File: config.mk
export PLATFORM = sky130hd
export DESIGN_NAME = entab_whitespace_compressor
export DESIGN_NICKNAME = d
export VERILOG_FILES = /design/src/ewc_pkg.sv /design/src/entab_whitespace_compressor.sv /design/src/ewc_remainder.sv /design/src/ewc_front.sv /design/src/ewc_queue.sv /design/src/ewc_back.sv
export SDC_FILE = /design/constraint.sdc
export NUM_CORES = 1
export LEC_CHECK = 0
export BUFFER_PORTS_ARGS = -buffer_cell sky130_fd_sc_hd__clkbuf_2
export CAP_MARGIN = 10
export CORE_ASPECT_RATIO = 1.1
export CORE_UTILIZATION = 48
export DETAILED_ROUTE_END_ITERATION = 8
export PLACE_DENSITY = 0.64
export SYNTH_ARGS = -nofsm -noshare
export SYNTH_HDL_FRONTEND = slang
export SYNTH_SLANG_ARGS = --single-unit
export TNS_END_PERCENT = 50
File: constraint.sdc
create_clock -name clk -period 13.29 [get_ports clk]
set_clock_uncertainty 0.2 [all_clocks]
set_input_delay 3.3225 -clock clk [delete_from_list [all_inputs] [get_ports clk]]
set_output_delay 3.3225 -clock clk [all_outputs]
set_load 0.05 [all_outputs]
File: src/ewc_pkg.sv
// Shared package for the whitespace compressor: widths, character codes,
// register indexes, the job and control structs and the tab size helper.
// No dependencies.
`timescale 1ns / 1ps
`default_nettype none

package ewc_pkg;

	localparam int COL_W      = 7;
	localparam int TS_W       = 5;
	localparam int BYTE_W     = 8;
	localparam int CFG_IDX_W  = 1;
	localparam int CFG_DATA_W = 5;

	// Column limit; columns saturate here
	localparam logic [COL_W-1:0] MAX_COLUMN = 7'd120;

	localparam logic [TS_W-1:0] TAB_MIN     = 5'd2;
	localparam logic [TS_W-1:0] TAB_DEFAULT = 5'd4;

	localparam logic [BYTE_W-1:0] CH_TAB   = 8'h09;
	localparam logic [BYTE_W-1:0] CH_NL    = 8'h0A;
	localparam logic [BYTE_W-1:0] CH_SPACE = 8'h20;

	// Register indexes
	localparam logic [CFG_IDX_W-1:0] CFG_TAB_SIZE      = 1'b0;
	localparam logic [CFG_IDX_W-1:0] CFG_KEEP_TRAILING = 1'b1;

	localparam int QUEUE_DEPTH_DEF = 2;

	// One emit job: whitespace from from_col up to to_col, then data
	typedef struct packed {
		logic [BYTE_W-1:0] data;
		logic [COL_W-1:0]  from_col;
		logic [TS_W-1:0]   from_phase;
		logic [COL_W-1:0]  to_col;
	} ewc_job_t;

	typedef struct packed {
		logic             start;
		logic [COL_W-1:0] dividend;
	} ewc_div_req_t;

	typedef struct packed {
		logic            done;
		logic [TS_W-1:0] rem;
	} ewc_div_rsp_t;

	typedef struct packed {
		logic resync;
		logic dirty;
	} ewc_front_stat_t;

	// Tab sizes below the minimum fall back to the default
	function automatic logic [TS_W-1:0] eff_tab(input logic [TS_W-1:0] ts);
		return (ts < TAB_MIN) ? TAB_DEFAULT : ts;
	endfunction

endpackage

`default_nettype wire

File: src/entab_whitespace_compressor.sv
// Whitespace compressor top level: turns runs of spaces and tabs into tabs and spaces.
// An accepted item goes through the job queue; the back end, when idle, then
// registers its first output byte.
// One byte per cycle in while in_stall is low; an item holds the back end for
// each gap byte and then its byte, and input stalls when the job queue fills.
// A tab_size write, or a tab that runs into the column limit, stalls input for
// the phase recompute in the front end. Async reset: columns zero, defaults.
`timescale 1ns / 1ps
`default_nettype none

module entab_whitespace_compressor #(
	parameter int QUEUE_DEPTH = ewc_pkg::QUEUE_DEPTH_DEF
) (
	input  wire logic                           clk,
	input  wire logic                           arst_n,
	input  wire logic                           in_valid,
	output logic                                in_stall,
	input  wire logic [ewc_pkg::BYTE_W-1:0]     data_byte,
	output logic                                out_valid,
	input  wire logic                           out_stall,
	output logic [ewc_pkg::BYTE_W-1:0]          out_byte,
	output logic                                run_last,
	input  wire logic                           cfg_wr_en,
	input  wire logic [ewc_pkg::CFG_IDX_W-1:0]  cfg_index,
	input  wire logic [ewc_pkg::CFG_DATA_W-1:0] cfg_data
);
	import ewc_pkg::*;

	logic [TS_W-1:0] tab_size_q;
	logic            keep_trailing_q;
	logic [TS_W-1:0] tab_eff;
	logic            tab_wr;

	logic            q_push, q_pop, q_empty, q_full;
	ewc_job_t        q_wdata, q_rdata;
	ewc_front_stat_t front_stat;

	// Configuration registers
	always_ff @(posedge clk or negedge arst_n) begin
		if (!arst_n) begin
			tab_size_q      <= TAB_DEFAULT;
			keep_trailing_q <= 1'b0;
		end else if (cfg_wr_en) begin
			case (cfg_index)
				CFG_TAB_SIZE:      tab_size_q      <= cfg_data[TS_W-1:0];
				CFG_KEEP_TRAILING: keep_trailing_q <= cfg_data[0];
				default: begin
				end
			endcase
		end
	end

	assign tab_eff = eff_tab(tab_size_q);
	assign tab_wr  = cfg_wr_en && (cfg_index == CFG_TAB_SIZE);

	ewc_front u_front (
		.clk           (clk),
		.arst_n        (arst_n),
		.tab_eff       (tab_eff),
		.keep_trailing (keep_trailing_q),
		.tab_wr        (tab_wr),
		.in_valid      (in_valid),
		.in_stall      (in_stall),
		.data_byte     (data_byte),
		.q_full        (q_full),
		.push          (q_push),
		.job           (q_wdata),
		.stat          (front_stat)
	);

	ewc_queue #(
		.DEPTH (QUEUE_DEPTH)
	) u_queue (
		.clk    (clk),
		.arst_n (arst_n),
		.push   (q_push),
		.wdata  (q_wdata),
		.pop    (q_pop),
		.rdata  (q_rdata),
		.empty  (q_empty),
		.full   (q_full)
	);

	ewc_back u_back (
		.clk        (clk),
		.arst_n     (arst_n),
		.tab_eff    (tab_eff),
		.head       (q_rdata),
		.head_empty (q_empty),
		.pop        (q_pop),
		.out_valid  (out_valid),
		.out_stall  (out_stall),
		.out_byte   (out_byte),
		.run_last   (run_last)
	);

	// Queue never written when full nor read when empty
	a_no_overflow: assert property (@(posedge clk) disable iff (!arst_n)
		q_push |-> !q_full)
		else $error("job queue overflow");

	a_no_underflow: assert property (@(posedge clk) disable iff (!arst_n)
		q_pop |-> !q_empty)
		else $error("job queue underflow");

	// No byte may enter while column phases are being recomputed
	a_resync_blocks_input: assert property (@(posedge clk) disable iff (!arst_n)
		(front_stat.resync || front_stat.dirty) |-> in_stall)
		else $error("input accepted during phase resync");

endmodule

`default_nettype wire

File: src/ewc_remainder.sv
// Iterative remainder unit: column modulo tab size, one quotient bit per cycle.
// Depends on ewc_pkg.
`timescale 1ns / 1ps
`default_nettype none

module ewc_remainder (
	input  wire logic                       clk,
	input  wire logic                       arst_n,
	input  wire logic [ewc_pkg::TS_W-1:0]   divisor,
	input  wire ewc_pkg::ewc_div_req_t      req,
	output ewc_pkg::ewc_div_rsp_t           rsp
);
	import ewc_pkg::*;

	localparam int STEPS = COL_W;
	localparam int CNT_W = $clog2(STEPS + 1);

	logic             busy_q;
	logic             done_q;
	logic [CNT_W-1:0] cnt_q;
	logic [TS_W-1:0]  rem_q;
	logic [COL_W-1:0] quo_q;

	logic [TS_W:0]    shifted;
	logic [TS_W:0]    diff;
	logic [TS_W-1:0]  rem_next;

	// Restoring step: shift in the next dividend bit, subtract if it fits
	always_comb begin
		shifted  = {rem_q, quo_q[COL_W-1]};
		diff     = shifted - {1'b0, divisor};
		rem_next = (shifted >= {1'b0, divisor}) ? diff[TS_W-1:0] : shifted[TS_W-1:0];
	end

	always_ff @(posedge clk or negedge arst_n) begin
		if (!arst_n) begin
			busy_q <= 1'b0;
			done_q <= 1'b0;
			cnt_q  <= '0;
			rem_q  <= '0;
			quo_q  <= '0;
		end else if (req.start) begin
			busy_q <= 1'b1;
			done_q <= 1'b0;
			cnt_q  <= CNT_W'(STEPS);
			rem_q  <= '0;
			quo_q  <= req.dividend;
		end else if (busy_q) begin
			rem_q <= rem_next;
			quo_q <= {quo_q[COL_W-2:0], 1'b0};
			cnt_q <= cnt_q - CNT_W'(1);
			if (cnt_q == CNT_W'(1)) begin
				busy_q <= 1'b0;
				done_q <= 1'b1;
			end
		end else begin
			done_q <= 1'b0;
		end
	end

	assign rsp.done = done_q;
	assign rsp.rem  = rem_q;

endmodule

`default_nettype wire

File: src/ewc_front.sv
// Front end: accepts text bytes, tracks the column state and queues emit jobs
// for printing bytes and newlines. Depends on ewc_pkg and ewc_remainder.
`timescale 1ns / 1ps
`default_nettype none

module ewc_front (
	input  wire logic                         clk,
	input  wire logic                         arst_n,
	input  wire logic [ewc_pkg::TS_W-1:0]     tab_eff,
	input  wire logic                         keep_trailing,
	input  wire logic                         tab_wr,
	input  wire logic                         in_valid,
	output logic                              in_stall,
	input  wire logic [ewc_pkg::BYTE_W-1:0]   data_byte,
	input  wire logic                         q_full,
	output logic                              push,
	output ewc_pkg::ewc_job_t                 job,
	output ewc_pkg::ewc_front_stat_t          stat
);
	import ewc_pkg::*;

	localparam logic [1:0] F_RUN     = 2'd0;
	localparam logic [1:0] F_DIV_COL = 2'd1;
	localparam logic [1:0] F_DIV_GAP = 2'd2;

	logic [1:0]       state_q;
	logic             dirty_q;
	logic [COL_W-1:0] col_q;
	logic [TS_W-1:0]  phase_q;
	logic [COL_W-1:0] gap_q;
	logic [TS_W-1:0]  gap_phase_q;

	ewc_div_req_t div_req;
	ewc_div_rsp_t div_rsp;

	logic             accept;
	logic             is_tab, is_space, is_nl, is_print;
	logic             col_at_max, has_gap, emit_gap;
	logic [COL_W-1:0] col_inc;
	logic [TS_W-1:0]  phase_inc;
	logic [TS_W-1:0]  tab_step;
	logic [COL_W:0]   tab_next;
	logic             tab_over;

	ewc_remainder u_rem (
		.clk     (clk),
		.arst_n  (arst_n),
		.divisor (tab_eff),
		.req     (div_req),
		.rsp     (div_rsp)
	);

	// Classify the byte and work out the next column
	always_comb begin
		in_stall = dirty_q || (state_q != F_RUN) || q_full;
		accept   = in_valid && !in_stall;
		is_tab   = (data_byte == CH_TAB);
		is_space = (data_byte == CH_SPACE);
		is_nl    = (data_byte == CH_NL);
		is_print = !is_tab && !is_space && !is_nl;

		col_at_max = (col_q >= MAX_COLUMN);
		col_inc    = col_at_max ? col_q : col_q + COL_W'(1);
		if (col_at_max)
			phase_inc = phase_q;
		else if (phase_q + TS_W'(1) == tab_eff)
			phase_inc = '0;
		else
			phase_inc = phase_q + TS_W'(1);

		tab_step = tab_eff - phase_q;
		tab_next = (COL_W+1)'(col_q) + (COL_W+1)'(tab_step);
		tab_over = tab_next > (COL_W+1)'(MAX_COLUMN);

		has_gap  = col_q > gap_q;
		emit_gap = is_nl ? (keep_trailing && has_gap) : has_gap;
	end

	// Job handed to the back end
	always_comb begin
		push           = accept && (is_nl || is_print);
		job.data       = data_byte;
		job.from_col   = emit_gap ? gap_q : col_q;
		job.from_phase = gap_phase_q;
		job.to_col     = col_q;
	end

	// Phase resync requests: column first, then gap start
	always_comb begin
		div_req.start    = (state_q == F_RUN && dirty_q) ||
		                   (state_q == F_DIV_COL && div_rsp.done);
		div_req.dividend = (state_q == F_RUN) ? col_q : gap_q;
	end

	always_ff @(posedge clk or negedge arst_n) begin
		if (!arst_n) begin
			state_q     <= F_RUN;
			dirty_q     <= 1'b0;
			col_q       <= '0;
			phase_q     <= '0;
			gap_q       <= '0;
			gap_phase_q <= '0;
		end else if (tab_wr) begin
			// New tab size: stored phases are stale
			dirty_q <= 1'b1;
			state_q <= F_RUN;
		end else begin
			case (state_q)
				F_RUN: begin
					if (dirty_q) begin
						state_q <= F_DIV_COL;
					end else if (accept) begin
						if (is_tab) begin
							if (tab_over) begin
								col_q <= MAX_COLUMN;
								if (!col_at_max)
									dirty_q <= 1'b1;
							end else begin
								col_q   <= tab_next[COL_W-1:0];
								phase_q <= '0;
							end
						end else if (is_space) begin
							col_q   <= col_inc;
							phase_q <= phase_inc;
						end else if (is_nl) begin
							col_q       <= '0;
							phase_q     <= '0;
							gap_q       <= '0;
							gap_phase_q <= '0;
						end else begin
							col_q       <= col_inc;
							phase_q     <= phase_inc;
							gap_q       <= col_inc;
							gap_phase_q <= phase_inc;
						end
					end
				end
				F_DIV_COL: begin
					if (div_rsp.done) begin
						phase_q <= div_rsp.rem;
						state_q <= F_DIV_GAP;
					end
				end
				F_DIV_GAP: begin
					if (div_rsp.done) begin
						gap_phase_q <= div_rsp.rem;
						dirty_q     <= 1'b0;
						state_q     <= F_RUN;
					end
				end
				default: begin
					state_q <= F_RUN;
				end
			endcase
		end
	end

	assign stat.resync = (state_q != F_RUN);
	assign stat.dirty  = dirty_q;

endmodule

`default_nettype wire

File: src/ewc_queue.sv
// Short job queue between the front and back ends.
// Depends on ewc_pkg.
`timescale 1ns / 1ps
`default_nettype none

module ewc_queue #(
	parameter int DEPTH = ewc_pkg::QUEUE_DEPTH_DEF
) (
	input  wire logic               clk,
	input  wire logic               arst_n,
	input  wire logic               push,
	input  wire ewc_pkg::ewc_job_t  wdata,
	input  wire logic               pop,
	output ewc_pkg::ewc_job_t       rdata,
	output logic                    empty,
	output logic                    full
);
	import ewc_pkg::*;

	localparam int PTR_W = (DEPTH > 1) ? $clog2(DEPTH) : 1;
	localparam int CNT_W = $clog2(DEPTH + 1);

	ewc_job_t         slot_q [DEPTH];
	logic [PTR_W-1:0] wptr_q, rptr_q;
	logic [CNT_W-1:0] count_q;

	function automatic logic [PTR_W-1:0] ptr_inc(input logic [PTR_W-1:0] p);
		return (p == PTR_W'(DEPTH - 1)) ? '0 : p + PTR_W'(1);
	endfunction

	assign empty = (count_q == '0);
	assign full  = (count_q == CNT_W'(DEPTH));
	assign rdata = slot_q[rptr_q];

	// Payload slots need no reset
	always_ff @(posedge clk) begin
		if (push)
			slot_q[wptr_q] <= wdata;
	end

	always_ff @(posedge clk or negedge arst_n) begin
		if (!arst_n) begin
			wptr_q  <= '0;
			rptr_q  <= '0;
			count_q <= '0;
		end else begin
			if (push)
				wptr_q <= ptr_inc(wptr_q);
			if (pop)
				rptr_q <= ptr_inc(rptr_q);
			if (push && !pop)
				count_q <= count_q + CNT_W'(1);
			else if (pop && !push)
				count_q <= count_q - CNT_W'(1);
		end
	end

endmodule

`default_nettype wire

File: src/ewc_back.sv
// Back end: walks one job at a time, emitting tabs and spaces for the gap and
// then the job's byte, one output byte per cycle unless stalled. Depends on ewc_pkg.
`timescale 1ns / 1ps
`default_nettype none

module ewc_back (
	input  wire logic                       clk,
	input  wire logic                       arst_n,
	input  wire logic [ewc_pkg::TS_W-1:0]   tab_eff,
	input  wire ewc_pkg::ewc_job_t          head,
	input  wire logic                       head_empty,
	output logic                            pop,
	output logic                            out_valid,
	input  wire logic                       out_stall,
	output logic [ewc_pkg::BYTE_W-1:0]      out_byte,
	output logic                            run_last
);
	import ewc_pkg::*;

	logic                active_q;
	ewc_job_t            cur_q;
	logic                out_valid_q;
	logic [BYTE_W-1:0]   out_byte_q;
	logic                run_last_q;

	ewc_job_t            cur;
	ewc_job_t            cur_next;
	logic                cur_valid, slot_free, fire, at_end, stop_fits;
	logic [TS_W-1:0]     step;
	logic [COL_W:0]      stop_col;
	logic [BYTE_W-1:0]   emit_byte;

	// Current job: the one in progress, else the queue head
	always_comb begin
		cur       = active_q ? cur_q : head;
		cur_valid = active_q || !head_empty;
		slot_free = !out_valid_q || !out_stall;
		fire      = slot_free && cur_valid;
		pop       = fire && !active_q;

		at_end    = (cur.from_col == cur.to_col);
		step      = tab_eff - cur.from_phase;
		stop_col  = (COL_W+1)'(cur.from_col) + (COL_W+1)'(step);
		stop_fits = stop_col <= (COL_W+1)'(cur.to_col);

		// A tab if the next stop is reached, a space if it is one column off
		if (at_end)
			emit_byte = cur.data;
		else if (stop_fits && step != TS_W'(1))
			emit_byte = CH_TAB;
		else
			emit_byte = CH_SPACE;

		cur_next = cur;
		if (stop_fits) begin
			cur_next.from_col   = stop_col[COL_W-1:0];
			cur_next.from_phase = '0;
		end else begin
			cur_next.from_col   = cur.from_col + COL_W'(1);
			cur_next.from_phase = cur.from_phase + TS_W'(1);
		end
	end

	always_ff @(posedge clk) begin
		if (fire && !at_end)
			cur_q <= cur_next;
		if (fire) begin
			out_byte_q <= emit_byte;
			run_last_q <= at_end;
		end
	end

	always_ff @(posedge clk or negedge arst_n) begin
		if (!arst_n) begin
			active_q    <= 1'b0;
			out_valid_q <= 1'b0;
		end else begin
			if (fire) begin
				active_q    <= !at_end;
				out_valid_q <= 1'b1;
			end else if (slot_free) begin
				out_valid_q <= 1'b0;
			end
		end
	end

	assign out_valid = out_valid_q;
	assign out_byte  = out_byte_q;
	assign run_last  = run_last_q;

endmodule

`default_nettype wire

Word-level counts from Yosys, hierarchy flattened
Memory sizes are Yosys's and may differ from the RTL's.
Cells that the tools add are included.
{"block": "op_classes", "n_addsub": 14, "order_cmp": 6, "n_eq_ne": 21, "n_mux": 62, "n_bitwise": 5, "reduce_logical": 48}
{"operator": "2-to-1 mux 5 bit", "n": 17}
{"operator": "2-to-1 mux 7 bit", "n": 9}
{"operator": "2-to-1 mux 27 bit", "n": 1}
{"operator": "2-to-1 mux 1 bit", "n": 20}
{"operator": "one-hot mux 5 bit (2 select lines)", "n": 2}
{"operator": "adder 7 x 5 -> 8 bit", "n": 2}
{"operator": "== test 8 x 4 -> 1 bit (second input constant)", "n": 2}
{"operator": "subtractor 5 bit", "n": 3}
{"operator": "adder 7 x 1 -> 7 bit (second input constant)", "n": 2}
{"operator": "logical AND 1 bit", "n": 14}
{"operator": "2-to-1 mux 12 bit", "n": 1}
{"operator": "2-to-1 mux 2 bit", "n": 6}
{"operator": "AND reduction 6 bit", "n": 2}
{"operator": "nonzero test 2 bit", "n": 6}
{"operator": "zero test 1 bit", "n": 11}
{"operator": "adder 5 x 1 -> 5 bit (second input constant)", "n": 2}
{"operator": "!= test 2 bit (second input constant)", "n": 5}
{"operator": "!= test 3 bit (second input constant)", "n": 3}
{"operator": "== test 8 x 6 -> 1 bit (second input constant)", "n": 1}
{"operator": "> comparator 8 x 7 -> 1 bit (second input constant)", "n": 1}
{"operator": "less-or-equal comparator 8 x 7 -> 1 bit", "n": 1}
{"operator": "2-to-1 mux 8 bit", "n": 1}
{"operator": "== test 7 bit", "n": 1}
{"operator": ">= comparator 7 bit (second input constant)", "n": 1}
{"operator": "27 further kinds", "n": 42}
{"block": "word_totals", "regBits": 92, "ram_bits": 54, "in_bits": 19, "out_inout_bits": 11, "wordCells": 181, "mem_count": 1}
{"name": "u_queue.slot_q", "depth": 2, "width": 27, "read_ports": 1, "rd_clocked_by_memory_dff": 0, "write_ports": 1, "line_no": "ewc_queue.sv:23", "rtl": "ewc_job_t slot_q [DEPTH];"}

Longest topological paths before layout
Gate-level depths: netlist of the first run.
{"block": "depth", "depth_word": 11, "depth_mapped": 23, "depth_no_buf": 20}

By module
A second synthesis of the first run with hierarchy kept.
{"block": "hier_totals", "cells_unflattened": 768, "area_unflattened_um2": 8805.9}
{"mod": "ewc_front", "instances": 1, "cells_per_inst": 317, "area_per_inst_um2": 2633.8, "seq_area_each_um2": 675.6}
{"mod": "ewc_back", "instances": 1, "cells_per_inst": 220, "area_per_inst_um2": 2588.7, "seq_area_each_um2": 1131.1}
{"mod": "ewc_queue", "instances": 1, "cells_per_inst": 100, "area_per_inst_um2": 2234.6, "seq_area_each_um2": 1721.7}
{"mod": "ewc_remainder", "instances": 1, "cells_per_inst": 110, "area_per_inst_um2": 1048.5, "seq_area_each_um2": 425.4}
{"mod": "entab_whitespace_compressor", "instances": 1, "cells_per_inst": 21, "area_per_inst_um2": 300.3, "seq_area_each_um2": 151.4}

Worst setup path after synthesis of the first run
No wires, ideal clock.
{"block": "synth_path", "path_kind": "input -> register", "startpoint": "in data_byte[0] (netlist bit)", "endpoint": "mem u_queue.slot_q[0][0] (netlist bit), enable pin", "setup_ns": 0.411, "arrival_time_ns": 5.281, "required_time_ns": 12.679, "path_slack_ns": 7.398, "stages": 5, "path_buffers": 1, "path_cell_list": "and3b_1 > o211a_1 > or2_2 > clkbuf_1 > nor2_1"}
{"block": "synth_via", "elab_chain_len": 8, "elab_cells_between_ends": 12, "classes_between": "eq/ne (3); mux (2); reduce/logical (7)"}
{"element": "start: declaration", "line_no": "entab_whitespace_compressor.sv:18", "rtl": "input wire logic [ewc_pkg::BYTE_W-1:0] data_byte,"}
{"element": "== test 8 x 4 -> 1 bit or == test 8 x 6 -> 1 bit (tied branches)", "line_no": "ewc_front.sv:57, ewc_front.sv:58"}
{"element": "zero test 1 bit", "line_no": "ewc_front.sv:60", "rtl": "is_print = !is_tab && !is_space && !is_nl;"}
{"element": "logical AND 1 bit (2 in series)", "line_no": "ewc_front.sv:60"}
{"element": "logical OR 1 bit *", "line_no": "ewc_front.sv:81", "rtl": "push = accept && (is_nl || is_print);"}
{"element": "logical AND 1 bit *", "line_no": "ewc_front.sv:81"}
{"element": "2-to-1 mux 1 bit *", "line_no": "ewc_queue.sv:37", "rtl": "if (push)"}
{"element": "2-to-1 mux 1 bit (not written as such) *", "line_no": "ewc_queue.sv:38", "rtl": "slot_q[wptr_q] <= wdata;"}
{"element": "end: declaration", "line_no": "ewc_queue.sv:23"}
Mark *: on every way between the ends. The rest lies on a longest branch, timed or not.

Final worst setup path of the first run
{"block": "layout_path", "startpoint": "reg u_front.state_q[1]", "endpoint": "out in_stall"}
{"block": "layout_via", "elab_chain_len": 3}
{"element": "start: declaration", "line_no": "ewc_front.sv:26", "rtl": "logic [1:0] state_q;"}
{"element": "start signal: assignment", "line_no": "ewc_front.sv:97", "rtl": "state_q <= F_RUN;"}
{"element": "start signal: assignment", "line_no": "ewc_front.sv:106", "rtl": "state_q <= F_RUN;"}
{"element": "start signal: assignment", "line_no": "ewc_front.sv:111", "rtl": "state_q <= F_DIV_COL;"}
{"element": "nonzero test 2 bit", "line_no": "ewc_front.sv:55", "rtl": "in_stall = dirty_q || (state_q != F_RUN) || q_full;"}
{"element": "logical OR 1 bit (2 in series)", "line_no": "ewc_front.sv:55"}
{"element": "end: declaration", "line_no": "entab_whitespace_compressor.sv:17", "rtl": "output logic in_stall,"}
Every way passes these cells.

==> reports/results.tsv, run 1 <==
metric	value	unit
status	finished clean	
first-pass GRT wire length	30500	um
Routed WL	18600	um
fin. max-slew vios	0	
DRT antenna net count	0	
# setup viols final	0	
Critical Path Source Type	flip-flop	
TritonCTS Buffers	17	
Internal	1.54	mW
Async S/R FF share, synth	0.384	
die width	128	um
Post-route DRC	0	
# rows	50	
max-cap viol count	0	
final net count	851	
Setup TNS Final	0	ns
Syn Inst Count	756	
# diodes	0	
fmax	175	MHz
die area	18000	um2
Worst EP arrival	2.18	ns
antenna violations before repair	0	
GRT Overall Usage	0.223	
initial DRC count	422	
CTS tree	yes	
vias in the first global route	5815	
clock group share of total power	0.169	
sequential area share after synthesis	0.490	
Clock transition at path regs	0.06	ns
Seq cells post-synth	146	
GP Congestion	0.973	
sequential power share	0.285	
CTS Buffer Depth	2	
Syn Std Cell Area	8380	um2
DR pass1 iterations	5	
Critical Path RT	9.77	ns
hold_sp	u_front.gap_phase_q[0]	
Critical Path Fanout Max	12	
Switching Share	0.418	
Setup crit start	u_front.state_q[1]	
cell area after layout	9280	um2
CTS resizes	0	
RSZ-0062 raised after global routing	no	
share of layout cells above drive strength 1	0.143	
Initial Util	0.491	
total power	2.65	mW
CTS sink cnt	146	
EDFF count, synth	90	
Routed WL per cell	18.1	um
yosys warns	0	
VDD IR-drop max	0.000132	V
Synth cell types	73	
Mean Syn Cell Area	11.1	um2
Mapped Nets	825	
post-layout min period	5.71	ns
Clk Latency, worst-skew pair	0.42	ns
root buf cell	clkbuf_16	
Fill cells	1489	
Pleak	3.98	nW
P&R area growth vs syn	10.7	%
Hold Path Class	flip-flop to flip-flop	
# IOs	30	
Final Hold Viols	0	
Crit Path Category	flip-flop to output port	
fin crit share	0.429	
total number of vias	5770	
Port-buffer cells	29	
critical path capture point type	output port	
Overflow after GRT	0	
Placement Cell Area	8730	um2
net switching power	1.11	mW
CORE AREA	17100	um2
vias per cell	5.61	
Hold Buf Count CTS	0	
Comb power frac	0.547	
normalized max-slew margin	0.291	
Slew @ Worst Pin	1.06	ns
Cell Pwr Density	285	nW/um2
largest net degree at the start of global routing	57	
worst flop-to-flop path startpoint	u_queue.rptr_q	
prevailing post-synth register cell	edfxtp_1	
DP HPWL	13700	um
die height	141	um
H-Tree Depth	4	
post-CTS setup buffer count	0	
-- path summary, 6_finish.rpt --
kind / slack, ns / endpoint / cells past startpoint
setup / recovery: 7.58 / in_stall / 3
hold / removal: 0.28 / u_queue.slot_q[1][7] / 0
setup reg to reg: 7.59 / u_back.cur_q[16] / 19
hold reg to reg: 0.28 / u_queue.slot_q[1][7] / 0
max in group asynchronous: 9.49 / u_back.active_q / 2
min in group asynchronous: 2.86 / u_front.u_rem.rem_q[2] / 2
-- through the flow --
step | worst slack (ns) | cells | hold WS [ns] | utilization
final | 7.58 | 1029 | 0.278 | 0.543
after global placement | 7.53 | 997 | 0.264 | 0.511
after CTS | 7.55 | 1029 | 0.281 | 0.543
after global routing | 7.25 | 1029 | 0.309 | 0.543
after floorplan | 7.40 | 756 | 0.242 | -
after detailed placement | 7.50 | 997 | 0.271 | 0.511
-- registers in the layout, summed over array words and instances, names as in the netlist, 3 cells and up --
| name | flops |
|---|---|
| u_front.u_rem.rem_q | 5 |
| u_back.cur_q | 27 |
| u_front.gap_q | 7 |
| u_front.u_rem.cnt_q | 3 |
| u_front.phase_q | 5 |
| tab_size_q | 5 |
| u_front.u_rem.quo_q | 7 |
| u_back.out_byte | 8 |
| u_front.gap_phase_q | 5 |
| u_front.col_q | 7 |
| u_queue.slot_q | 54 |
-- critical path, cell delays in order (launching register included) --
cell,delay (ns)
dfrtp_1,0.48
nor2_1,0.85
nand3b_1,0.14
clkbuf_2,0.29
-- cells in the final DEF (no fill, tap or decap), types with 8 or more instances in the layout --
master	instances
xor2_1	19
a21o_1	12
clkbuf_16	17
nand2_1	56
dfrtp_1	54
inv_1	52
nand3_1	10
mux2_2	23
ha_1	45
nor2b_1	16
xnor2_1	26
mux2i_1	40
edfxtp_1	90
and2_1	8
a211oi_1	10
a21oi_1	39
clkbuf_2	29
o21ai_0	46
nor2_1	44
o21a_1	11
buf_4	9
-- power by group through the flow --
stage	clock (mW)	sequential (mW)	combinational, mW
after floorplan	0	0.748	1.13
after global placement	0	0.759	1.39
after detailed placement	0	0.761	1.44
after CTS	0.453	0.754	1.44
after global routing	0.473	0.769	1.60
final	0.446	0.754	1.45
-- cells in the mapped netlist, types with 8 or more instances --
library cell | instances | area (um2)
xor2_1 | 19 | 166
nand3_1 | 10 | 50.1
mux2i_1 | 40 | 400
dfrtp_1 | 55 | 1380
a21o_1 | 12 | 90.1
nor2b_1 | 16 | 100
and2_1 | 8 | 50.1
mux2_2 | 23 | 259
xnor2_1 | 26 | 228
inv_1 | 52 | 195
edfxtp_1 | 90 | 2700
ha_1 | 45 | 563
nor2_1 | 45 | 169
clkbuf_1 | 22 | 82.6
o21ai_0 | 46 | 230
a211oi_1 | 10 | 75.1
o21a_1 | 11 | 82.6
nand2_1 | 56 | 210
a21oi_1 | 39 | 195
-- final cells by class --
type,instances,area [um2],share of cell area
Clock buffer,17,425,0.0458
Clock inverter,15,121,0.0131
Inverter,52,195,0.0210
Multi-Input combinational cell,527,3930,0.423
Sequential cell,146,4110,0.442
Tap cell,234,293,0.0315
Timing Repair Buffer,38,213,0.0229
-- routing by layer --
layer  GRT usage  routed length [um]  part of all wire
met4      0.0774                 320             0.017
met2       0.365                8990              0.48
met1       0.298                8650              0.47
met5           0                   0                 0
met3      0.0380                 621             0.033
-- logic make-up (layout without fill, tap and decap cells) --
| kind of cell | count (synthesis) | count (layout) | synth area share |
|---|---|---|---|
| and+or+nand+nor | 187 | 187 | 0.111 |
| AOI/OAI and AO/OA | 174 | 174 | 0.136 |
| DFF | 146 | 146 | 0.490 |
| buffers and inverters | 83 | 122 | 0.0419 |
| muxes | 70 | 70 | 0.0927 |
| adders and majority gates | 50 | 50 | 0.0791 |
| xor gates and xnor gates | 46 | 46 | 0.0497 |
(Power assumes the default switching activity.)
==> run 2: changes to the inputs <==
--- a/config.mk
+++ b/config.mk
@@ -10,7 +10,7 @@
 export CORE_ASPECT_RATIO = 1.1
 export CORE_UTILIZATION = 48
 export DETAILED_ROUTE_END_ITERATION = 8
-export PLACE_DENSITY = 0.64
+export PLACE_DENSITY = 0.67
 export SYNTH_ARGS = -nofsm -noshare
 export SYNTH_HDL_FRONTEND = slang
 export SYNTH_SLANG_ARGS = --single-unit
==> constraint.sdc (replaced) <==
create_clock -name clk -period 5.08 [get_ports clk]
set_clock_uncertainty 0.2 [all_clocks]
set_input_delay 1.27 -clock clk [delete_from_list [all_inputs] [get_ports clk]]
set_output_delay 1.27 -clock clk [all_outputs]
set_load 0.05 [all_outputs]
==> reports/results.tsv, run 2 (synthesis results as in run 1) <==
metric	value	unit
P&R area growth vs syn	14.1	%
net switching power	2.99	mW
Clk Latency, worst-skew pair	0.42	ns
DRT antenna net count	0	
final core occ	0.560	
die width	128	um
Setup TNS Final	0	ns
# setup viols final	0	
root buf cell	clkbuf_16	
status	finished clean	
TritonCTS Buffers	17	
GRT Overall Usage	0.213	
Hold Path Cell Cnt	0	
CTS tree	yes	
Critical Path Source Type	flip-flop	
initial DRC count	325	
die area	18000	um2
most frequent cells in the layout	90 x edfxtp_1, 56 x nand2_1, 54 x dfrtp_1	
Routed WL	18000	um
clock group share of total power	0.180	
DP HPWL	13300	um
max-cap viol count	0	
Final Hold Viols	0	
vias per cell	5.53	
Clock transition at path regs	0.06	ns
CTS Buffer Depth	2	
top layer in use	met4	
Critical Path Fanout Max	4	
Initial Util	0.491	
normalized max-slew margin	0.296	
worst flop-to-flop path startpoint	tab_size_q[4]	
# IOs	30	
Cell Pwr Density	789	nW/um2
fin crit share	0.953	
Port-buffer cells	29	
DR pass1 iterations	5	
Crit Path Category	flip-flop to flip-flop	
Pleak	4.12	nW
Hold Buf Count CTS	0	
largest net degree at the start of global routing	44	
VDD IR-drop max	0.000666	V
Routed WL per cell	17.2	um
vias in the first global route	5862	
Comb power frac	0.559	
post-layout min period	4.84	ns
Internal	4.56	mW
sequential power share	0.260	
Fill cells	1439	
Worst EP arrival	4.80	ns
Setup crit start	tab_size_q[4]	
hold_sp	u_front.gap_phase_q[1]	
met1 wire length	8260	um
Overflow after GRT	0	
antenna violations before repair	0	
Slew @ Worst Pin	1.05	ns
CORE AREA	17100	um2
CTS sink cnt	146	
reg-to-reg slack, setup	0.24	ns
Critical Path RT	5.04	ns
met2 wire len	8810	um
fin. max-slew vios	0	
share of layout cells above drive strength 1	0.176	
number of flip-flops in the largest register	54	
DR WL met3	492	um
hold endpoint	u_queue.slot_q[0][8]	
critical path capture point type	flip-flop	
Worst Reg-to-Reg Cells	20	
die height	141	um
Switching Share	0.397	
most common cell after layout, fill and taps aside	edfxtp_1	
# diodes	0	
total number of vias	5797	
largest reg by FF count	u_queue.slot_q	
# rows	50	
Hold Path Class	flip-flop to flip-flop	
Post-route DRC	0	
H-Tree Depth	4	
GP Congestion	0.903	
fmax	207	MHz
final net count	870	
first-pass GRT wire length	29300	um
RR Endpoint	u_back.cur_q[13]	
run 2: area by class of cell:
cell class	instances	area (um2)	share of cell area
timing repair buffer	57	355	0.0371
inverter	52	195	0.0204
tap	234	293	0.0306
sequential	146	4110	0.429
clock buffer	17	425	0.0445
multi-input combinational	527	3970	0.415
clock inverter	15	220	0.0230
run 2: per-layer routing:
| layer | vias to the layer above | track usage |
|---|---|---|
| met5 | - | 0 |
| li1 | 2829 | - |
| met4 | 0 | 0.0972 |
| met3 | 35 | 0.0368 |
| met2 | 127 | 0.345 |
| met1 | 2806 | 0.280 |
run 2: through the flow:
step	setup WS [ns]	instance area [um2]	instances	hold WS [ns]	total power, mW
2_1_floorplan	0.0909	8390	756	0.242	4.93
3_3_place_gp	0.0671	8850	1012	0.252	5.77
3_5_place_dp	-0.0378	8850	1012	0.271	5.88
4_1_cts	0.0139	9530	1046	0.286	7.42
5_1_grt	-0.00637	9570	1048	0.293	8.11
6_report	0.239	9570	1048	0.281	7.55
run 2: power by group through the flow:
stage / Combinational [mW] / Sequential, mW / Clock (mW)
floorplan: 2.97 / 1.96 / 0
global placement: 3.79 / 1.97 / 0
detailed placement: 3.90 / 1.98 / 0
CTS: 4.06 / 1.96 / 1.39
global route: 4.68 / 2.00 / 1.43
finish: 4.22 / 1.96 / 1.36
run 2: worst max-delay path by stage:
stage | to | slack [ns] | cells past startpoint
2_1_floorplan | u_back.cur_q[13] | 0.09 | 23
3_3_place_gp | u_back.cur_q[18] | 0.07 | 20
3_5_place_dp | u_back.cur_q[14] | -0.04 | 20
4_1_cts | u_back.cur_q[13] | 0.01 | 20
5_1_grt | u_back.cur_q[13] | -0.006 | 19
6_report | u_back.cur_q[13] | 0.24 | 20
run 2: repair_timing:
| item | in CTS | in global routing |
|---|---|---|
| pin swaps | 1 | 3 |
| setup endpoints to repair | 4 | 15 |
| cloned | 0 | 0 |
| resized for setup | 1 | 12 |
| setup buffers | 2 | 2 |
| endpoints found under the hold margin | 0 | 0 |
run 2: critical path, cell delays in order, from the launching register on:
cell and delay (ns):
dfrtp_1 0.37, or3_1 0.43, o21ai_1 0.15, buf_4 0.15, ha_1 0.15, inv_1 0.06
fa_1 0.38, a21o_1 0.17, a21oi_1 0.18, xnor3_1 0.27, ha_1 0.30, a21boi_2 0.17
o21bai_1 0.15, xnor2_1 0.11, ha_1 0.34, nand3_1 0.10, nor2_2 0.17, nor2_2 0.07
o21ai_2 0.10, o311a_1 0.24, mux2_2 0.34
